$ cat src/rtl/tharc_pkg.sv
// Shared constants for the two-hand shortest-arc interpolator.
package tharc_pkg;

  localparam int ANGLE_FRAC_BITS = 4;
  localparam int ANGLE_W = 13;
  localparam int MAG_W = 12;
  localparam int SCALE_W = 16;
  localparam int SCALE_SHIFT = ANGLE_FRAC_BITS + 8;
  localparam int TDATA_W = 32;
  localparam int MAX_STEPS_DEFAULT = 63;

  localparam logic [ANGLE_W-1:0] FULL_CIRCLE = ANGLE_W'(360 << ANGLE_FRAC_BITS);
  localparam logic [MAG_W-1:0] HALF_CIRCLE = MAG_W'(180 << ANGLE_FRAC_BITS);
  localparam logic [ANGLE_W-1:0] RESET_ANGLE = ANGLE_W'(45 << ANGLE_FRAC_BITS);
  localparam logic [SCALE_W-1:0] STEP_SCALE_RESET = SCALE_W'(64);

endpackage

$ cat src/rtl/two_hand_shortest_arc_interpolator.sv
// Top level: two-hand shortest-arc interpolator with stream ports and a scale register.
// Each input beat carries two target angles (sixteenths of a degree). The block may swap
// them between the hands to reduce the total raw move, then walks both hands along their
// shortest arcs in steps+1 output beats, steps = floor(longest arc * step_scale), clamped
// to [1, MAX_STEPS]; the final beat carries tlast. Before the first output beat the shared
// radix-2 divider runs two passes (12 quotient bits each) that split each arc by the step
// count. Each output beat then passes through the LOAD and EMIT states and is held while
// the output side stalls. Input is accepted only between moves. step_scale (unsigned Q8.8)
// is written via the cfg port.
module two_hand_shortest_arc_interpolator #(
  parameter int MAX_STEPS = tharc_pkg::MAX_STEPS_DEFAULT
) (
  input  logic                          clk,
  input  logic                          rst,
  // cfg_data: step_scale
  input  logic                          cfg_valid,
  output logic                          cfg_ready,
  input  logic [tharc_pkg::SCALE_W-1:0] cfg_data,
  // s_axis_tdata: [12:0] target_a, [25:13] target_b, rest zero
  input  logic                          s_axis_tvalid,
  output logic                          s_axis_tready,
  input  logic [tharc_pkg::TDATA_W-1:0] s_axis_tdata,
  // m_axis_tdata: [12:0] angle_a, [25:13] angle_b, rest zero; tlast is last_step
  output logic                          m_axis_tvalid,
  input  logic                          m_axis_tready,
  output logic [tharc_pkg::TDATA_W-1:0] m_axis_tdata,
  output logic                          m_axis_tlast
);

  localparam int STEP_W = $clog2(MAX_STEPS + 1);
  localparam int AW = tharc_pkg::ANGLE_W;
  localparam int MW = tharc_pkg::MAG_W;
  localparam int PROD_W = tharc_pkg::MAG_W + tharc_pkg::SCALE_W;

  typedef enum logic [3:0] {
    IDLE, COST, DELTA, SCALE, DIVA_GO, DIVA_WAIT, DIVB_GO, DIVB_WAIT, LOAD, EMIT
  } state_t;

  typedef struct packed {
    logic          neg;
    logic [MW-1:0] mag;
  } arc_t;

  typedef struct packed {
    logic [MW-1:0]     q;
    logic [STEP_W-1:0] r;
  } acc_t;

  function automatic logic [AW-1:0] abs_diff(input logic [AW-1:0] x, input logic [AW-1:0] y);
    return (x > y) ? AW'(x - y) : AW'(y - x);
  endfunction

  function automatic logic [AW-1:0] reduce(input logic [AW-1:0] t);
    return (t >= tharc_pkg::FULL_CIRCLE) ? AW'(t - tharc_pkg::FULL_CIRCLE) : t;
  endfunction

  // signed shortest delta in [-HALF, HALF)
  function automatic arc_t shortest(input logic [AW-1:0] from, input logic [AW-1:0] to);
    logic signed [AW:0] d;
    logic signed [AW:0] dn;
    arc_t a;
    d = $signed({1'b0, to}) - $signed({1'b0, from});
    if (d >= $signed({2'b0, tharc_pkg::HALF_CIRCLE})) begin
      d = d - $signed({1'b0, tharc_pkg::FULL_CIRCLE});
    end else if (d < -$signed({2'b0, tharc_pkg::HALF_CIRCLE})) begin
      d = d + $signed({1'b0, tharc_pkg::FULL_CIRCLE});
    end
    dn = -d;
    a.neg = d[AW];
    a.mag = a.neg ? MW'(dn) : MW'(d);
    return a;
  endfunction

  // advance floor(mag*i/steps) by one i using the split mag = q0*steps + r0
  function automatic acc_t advance(input acc_t cur, input acc_t base,
                                   input logic [STEP_W-1:0] div);
    logic [STEP_W:0] sr;
    acc_t nx;
    sr = {1'b0, cur.r} + {1'b0, base.r};
    if (sr >= {1'b0, div}) begin
      nx.r = STEP_W'(sr - {1'b0, div});
      nx.q = MW'(cur.q + base.q + 1'b1);
    end else begin
      nx.r = sr[STEP_W-1:0];
      nx.q = MW'(cur.q + base.q);
    end
    return nx;
  endfunction

  function automatic logic [AW-1:0] place(input logic [AW-1:0] from, input logic neg,
                                          input logic [MW-1:0] q);
    logic [AW:0] t;
    if (neg) begin
      t = {1'b0, from} - {2'b0, q};
      if (t[AW]) begin
        t = t + {1'b0, tharc_pkg::FULL_CIRCLE};
      end
    end else begin
      t = {1'b0, from} + {2'b0, q};
      if (t >= {1'b0, tharc_pkg::FULL_CIRCLE}) begin
        t = t - {1'b0, tharc_pkg::FULL_CIRCLE};
      end
    end
    return t[AW-1:0];
  endfunction

  state_t                        state;
  logic [tharc_pkg::SCALE_W-1:0] step_scale;
  logic [AW-1:0]                 cur_a, cur_b, tgt_a, tgt_b;
  arc_t                          arc_a, arc_b;
  logic [STEP_W-1:0]             steps, idx;
  acc_t                          base_a, base_b, acc_a, acc_b;

  logic [AW:0]                   cost_keep, cost_swap;
  arc_t                          arc_a_next, arc_b_next;
  logic [MW-1:0]                 max_len;
  logic [PROD_W-1:0]             prod;
  logic [tharc_pkg::SCALE_W-1:0] scaled;
  logic [STEP_W-1:0]             steps_next;
  acc_t                          acc_a_next, acc_b_next;

  logic                          div_start, div_done;
  logic [MW-1:0]                 div_quo;
  logic [STEP_W-1:0]             div_rem;

  assign cfg_ready     = 1'b1;
  assign s_axis_tready = (state == IDLE);

  always_comb begin
    cost_keep  = {1'b0, abs_diff(tgt_a, cur_a)} + {1'b0, abs_diff(tgt_b, cur_b)};
    cost_swap  = {1'b0, abs_diff(tgt_b, cur_a)} + {1'b0, abs_diff(tgt_a, cur_b)};
    arc_a_next = shortest(cur_a, tgt_a);
    arc_b_next = shortest(cur_b, tgt_b);
    max_len    = (arc_a.mag > arc_b.mag) ? arc_a.mag : arc_b.mag;
    prod       = PROD_W'(max_len) * PROD_W'(step_scale);
    scaled     = tharc_pkg::SCALE_W'(prod >> tharc_pkg::SCALE_SHIFT);
    if (scaled == '0) begin
      steps_next = STEP_W'(1);
    end else if (scaled > tharc_pkg::SCALE_W'(MAX_STEPS)) begin
      steps_next = STEP_W'(MAX_STEPS);
    end else begin
      steps_next = scaled[STEP_W-1:0];
    end
    acc_a_next = advance(acc_a, base_a, steps);
    acc_b_next = advance(acc_b, base_b, steps);
  end

  assign div_start = (state == DIVA_GO) || (state == DIVB_GO);

  tharc_div #(
    .STEP_W(STEP_W)
  ) u_div (
    .clk      (clk),
    .rst      (rst),
    .start    (div_start),
    .dividend ((state == DIVA_GO) ? arc_a.mag : arc_b.mag),
    .divisor  (steps),
    .done     (div_done),
    .quotient (div_quo),
    .remainder(div_rem)
  );

  always_ff @(posedge clk) begin
    if (rst) begin
      state         <= IDLE;
      step_scale    <= tharc_pkg::STEP_SCALE_RESET;
      cur_a         <= tharc_pkg::RESET_ANGLE;
      cur_b         <= tharc_pkg::RESET_ANGLE;
      m_axis_tvalid <= 1'b0;
    end else begin
      if (cfg_valid && cfg_ready) begin
        step_scale <= cfg_data;
      end
      case (state)
        IDLE: begin
          if (s_axis_tvalid) begin
            tgt_a <= reduce(s_axis_tdata[AW-1:0]);
            tgt_b <= reduce(s_axis_tdata[2*AW-1:AW]);
            state <= COST;
          end
        end
        COST: begin
          if (cost_swap < cost_keep) begin
            tgt_a <= tgt_b;
            tgt_b <= tgt_a;
          end
          state <= DELTA;
        end
        DELTA: begin
          arc_a <= arc_a_next;
          arc_b <= arc_b_next;
          state <= SCALE;
        end
        SCALE: begin
          steps <= steps_next;
          state <= DIVA_GO;
        end
        DIVA_GO: state <= DIVA_WAIT;
        DIVA_WAIT: begin
          if (div_done) begin
            base_a <= '{q: div_quo, r: div_rem};
            state  <= DIVB_GO;
          end
        end
        DIVB_GO: state <= DIVB_WAIT;
        DIVB_WAIT: begin
          if (div_done) begin
            base_b <= '{q: div_quo, r: div_rem};
            acc_a  <= '0;
            acc_b  <= '0;
            idx    <= '0;
            state  <= LOAD;
          end
        end
        LOAD: begin
          m_axis_tdata  <= {(tharc_pkg::TDATA_W - 2*AW)'(0),
                            place(cur_b, arc_b.neg, acc_b.q),
                            place(cur_a, arc_a.neg, acc_a.q)};
          m_axis_tlast  <= (idx == steps);
          m_axis_tvalid <= 1'b1;
          state         <= EMIT;
        end
        EMIT: begin
          if (m_axis_tready) begin
            m_axis_tvalid <= 1'b0;
            if (m_axis_tlast) begin
              // final beat lands exactly on the targets
              cur_a <= tgt_a;
              cur_b <= tgt_b;
              state <= IDLE;
            end else begin
              idx   <= idx + 1'b1;
              acc_a <= acc_a_next;
              acc_b <= acc_b_next;
              state <= LOAD;
            end
          end
        end
        default: state <= IDLE;
      endcase
    end
  end

  a_no_input_while_output: assert property (@(posedge clk) disable iff (rst)
    s_axis_tready |-> !m_axis_tvalid)
    else $error("input ready while an output beat is pending");

  a_angles_normalized: assert property (@(posedge clk) disable iff (rst)
    m_axis_tvalid |-> (m_axis_tdata[AW-1:0] < tharc_pkg::FULL_CIRCLE) &&
                      (m_axis_tdata[2*AW-1:AW] < tharc_pkg::FULL_CIRCLE))
    else $error("output angle out of range");

  a_step_bounds: assert property (@(posedge clk) disable iff (rst)
    m_axis_tvalid |-> (steps != '0) && (idx <= steps) &&
                      (steps <= STEP_W'(MAX_STEPS)))
    else $error("step index or step count out of range");

  a_ready_after_last: assert property (@(posedge clk) disable iff (rst)
    (m_axis_tvalid && m_axis_tready && m_axis_tlast) |=> s_axis_tready)
    else $error("block not ready after final beat");

endmodule

$ cat src/rtl/tharc_div.sv
// Iterative restoring divider: arc magnitude by step count, one quotient bit per cycle.
module tharc_div #(
  parameter int STEP_W = 6
) (
  input  logic                        clk,
  input  logic                        rst,
  input  logic                        start,
  input  logic [tharc_pkg::MAG_W-1:0] dividend,
  input  logic [STEP_W-1:0]           divisor,
  output logic                        done,
  output logic [tharc_pkg::MAG_W-1:0] quotient,
  output logic [STEP_W-1:0]           remainder
);

  localparam int CNT_W = $clog2(tharc_pkg::MAG_W);

  logic             busy;
  logic [CNT_W-1:0] cnt;
  logic [STEP_W:0]  trial;
  logic             fits;

  assign trial = {remainder, quotient[tharc_pkg::MAG_W-1]};
  assign fits  = trial >= {1'b0, divisor};

  always_ff @(posedge clk) begin
    if (rst) begin
      busy <= 1'b0;
      done <= 1'b0;
      cnt  <= '0;
    end else begin
      done <= 1'b0;
      if (start) begin
        busy      <= 1'b1;
        cnt       <= CNT_W'(tharc_pkg::MAG_W - 1);
        remainder <= '0;
        quotient  <= dividend;
      end else if (busy) begin
        // shift in the next dividend bit, subtract when the divisor fits
        if (fits) begin
          remainder <= STEP_W'(trial - {1'b0, divisor});
        end else begin
          remainder <= trial[STEP_W-1:0];
        end
        quotient <= {quotient[tharc_pkg::MAG_W-2:0], fits};
        if (cnt == '0) begin
          busy <= 1'b0;
          done <= 1'b1;
        end else begin
          cnt <= cnt - 1'b1;
        end
      end
    end
  end

endmodule
$ cat config.mk
export PLATFORM = sky130hd
export DESIGN_NAME = two_hand_shortest_arc_interpolator
export DESIGN_NICKNAME = d
export VERILOG_FILES = /design/src/rtl/tharc_pkg.sv /design/src/rtl/two_hand_shortest_arc_interpolator.sv /design/src/rtl/tharc_div.sv
export SDC_FILE = /design/constraint.sdc
export NUM_CORES = 1
export LEC_CHECK = 0
export BUFFER_PORTS_ARGS = -buffer_cell sky130_fd_sc_hd__buf_4
export CELL_PAD_IN_SITES_DETAIL_PLACEMENT = 0
export CELL_PAD_IN_SITES_GLOBAL_PLACEMENT = 1
export CORE_MARGIN = 4
export CORE_UTILIZATION = 50
export DETAILED_ROUTE_END_ITERATION = 8
export PLACE_DENSITY = 0.85
export SLEW_MARGIN = 10
export SYNTH_ARGS = -nofsm -noshare
export SYNTH_HDL_FRONTEND = slang
export SYNTH_SLANG_ARGS = --single-unit
$ cat constraint.sdc
create_clock -name clk -period 9.42 [get_ports clk]
set_input_delay 0 -clock clk [delete_from_list [all_inputs] [get_ports clk]]
set_output_delay 0 -clock clk [all_outputs]
set_load 0.02 [all_outputs]
==> flow_summary.toml <==
[final_layout]
stdcell_area_mm2 = 0.0303
antenna_cells = 0
mostFrequentLayoutCells = "inv_1, ha_1, nand2_1"
final_common_cell = "inv_1"
area_delta_synth_final_pct = 10.9
final_util_pct = 56.1
nNetsFinal = 3772
drive_gt1_share_pct = 6.78
fillerInstances = 4816

[grt]
grt_pass1_wl_um = 120000
grt-ovfl-total = 0
use_met2_pct = 40.1
grtUsageMet3_pct = 4.10
globalRouteMet1Util_pct = 36.6
grt.busiest_layer = "met2"
first_global_vias = 22300
track_usage_pct = 25.3
antenna_found_initial = 0
grt_max_degree = 62

[floorplanning]
rows = 85
dieArea_mm2 = 0.0584
die_x_um = 242
design.core.area_mm2 = 0.0539
start_util_pct = 50.6
die_h_um = 242
ios = 89

[setup_path]
start_kind = "flip-flop"
cpMaxStageDelayCell = "o21ai_0"
worst_ep_required_time_ns = 9.75
critPathBufInv = 1
worst_r2r_endpoint = "steps[0]"
critPathArrivalTime_ns = 9.12
crit_path_max_fanout = 22
end_kind = "flip-flop"
worstSetupPathType = "reg2reg"
reg2reg_depth = 25
crit_top_cell = "fa_1"
r2r_slack_ns = 0.63
r2r_start = "arc_a[9]"
slowest_delay_ns = 0.92
startpoint = "arc_a[9]"
critPathTopFamily = "adder cells"

[min_path]
min_path_type = "in2reg"
min_from = "s_axis_tvalid"
whs_endpoint = "state[3]"
whs_path_depth = 7

[placed_design]
portBuffers = 75
gp_congestion = 0.971
dpl.hpwl_um = 60100
place_area_mm2 = 0.0285

[timing]
finalSetupViolCount = 0
rsz0062_at_grt = "no"
tns_ns = 0
slew_headroom_pct = 22.0
drv_slew = 0
tightest_slew_ns = 1.17
period_needed_ns = 8.79
min_period_over_period_pct = 93.3
fmax_ghz = 0.114
skew_ns = 0.0139
report.final.hold_viol_count = 0

[synthesis]
synth_ff_type = "edfxtp_1"
synth_seq_cells = 234
synth_warnings = 0
avgSynthCellArea_um2 = 8.75
syn_area_mm2 = 0.0273
yosysUniqueCellTypes = 87
async_reset_ff_share_pct = 0
syn_inst = 3121
synth_edf_count = 181
seq_area_frac_synth_pct = 23.8

[job]
drv_cap = 0

[clock_network]
clk_pin_slew_ns = 0.06
cts_htree_levels = 1
clockBufferDepth = 3
clkSinkCount = 234
insertion_delay_ns = 0.59
post_cts_buffers = 0
cts_root_buf = "clkbuf_16"
tritoncts = "built"
numCtsBuffers = 29

[routing]
wl_per_cell_um = 19.2
drtPass1Iterations = 6
ant_nets = 0
drc = 0
vias_per_cell = 5.74
drtIter0Drc = 1863
vias = 22600
finalWirelength_um = 75800

[outcome]
outcome = "finished clean"
-- tightest hold or removal path: cells and delay by family --
kind | cells | cell delay, ns
AND/OR/NAND/NOR | 4 | 0.45
AO/OA/AOI/OAI | 2 | 0.21
buffers and inverters | 1 | 0.14
-- cell families after synthesis --
group / Yosys count / share of synthesized area, %
other: 2 / 0.0275
buffers and inverters: 516 / 7.24
XOR/XNOR: 228 / 7.40
adder cells (fa/ha/maj): 494 / 27.0
AO/OA/AOI/OAI: 694 / 16.1
flip-flops: 234 / 23.8
multiplexers: 99 / 3.76
AND/OR/NAND/NOR: 854 / 14.6
-- routing by layer --
metal | vias up | wire, µm | part of all wire [%]
li1 | 10800 | - | -
met1 | 10900 | 35100 | 46
met2 | 718 | 33200 | 44
met3 | 118 | 5600 | 7.4
met4 | 0 | 1940 | 2.6
met5 | - | 0 | 0
-- cells in the mapped netlist (13+ instances only) --
cell | n | area, µm²
a21oi_1 | 228 | 1140
a211o_1 | 20 | 175
edfxtp_1 | 181 | 5440
o21ai_0 | 142 | 711
o21bai_1 | 43 | 323
nand2_1 | 317 | 1190
nand2b_1 | 38 | 238
fa_1 | 160 | 3200
nand3_1 | 35 | 175
nor3_1 | 64 | 320
or3_1 | 13 | 81.3
and2_1 | 59 | 369
nor2b_1 | 41 | 257
a21o_1 | 82 | 616
o21a_1 | 24 | 180
mux2i_1 | 70 | 701
o211ai_1 | 13 | 97.6
and3_1 | 18 | 113
ha_1 | 334 | 4180
a211oi_1 | 18 | 135
nor2_1 | 201 | 754
dfxtp_1 | 53 | 1060
clkbuf_1 | 93 | 349
inv_1 | 402 | 1510
nand4_1 | 16 | 100
a31oi_1 | 20 | 125
xor2_1 | 64 | 561
mux2_2 | 29 | 327
xnor2_1 | 161 | 1410
-- stage by stage --
step                hold WS [ns]  worst slack, ns  cells
floorplan                  0.122             1.14   3126
global placement           0.209            0.571   3810
detailed placement         0.216            0.491   3810
CTS                        0.220            0.465   3943
global route               0.295            0.161   3943
finish                     0.257            0.630   3943
-- sequential cells by signal, summed over array words and instances, names as in the netlist, 12 cells and up --
signal	flops
arc_a	13
acc_b	18
tgt_a	13
arc_b	13
m_axis_tdata	26
cur_a	13
cur_b	13
acc_a	18
base_b	18
base_a	18
step_scale	16
tgt_b	13
u_div.quotient	12
-- layout make-up --
type | count | area (µm²) | share of cell area [%]
timing repair buffer | 181 | 1560 | 5.15
tap | 696 | 871 | 2.88
sequential | 234 | 6500 | 21.5
inverter | 403 | 1510 | 5.00
clock inverter | 15 | 135 | 0.446
clock buffer | 38 | 800 | 2.64
multi-input combinational | 2376 | 18900 | 62.4
-- how the worst max path moves through the flow --
stage               cells past startpoint       end
finish                                 25  steps[0]
global route                           27  steps[0]
detailed placement                     24  steps[0]
floorplan                              28  tgt_a[0]
CTS                                    24  steps[0]
global placement                       24  steps[0]
-- what timing repair did --
item,CTS,global route
hold endpoints to repair,67,0
hold buffers,80,0
setup endpoints to repair,0,6
gates resized for setup,0,1
Power is not shown: default switching activity piles up to over one toggle a cycle in this logic, so the estimate is an artifact.
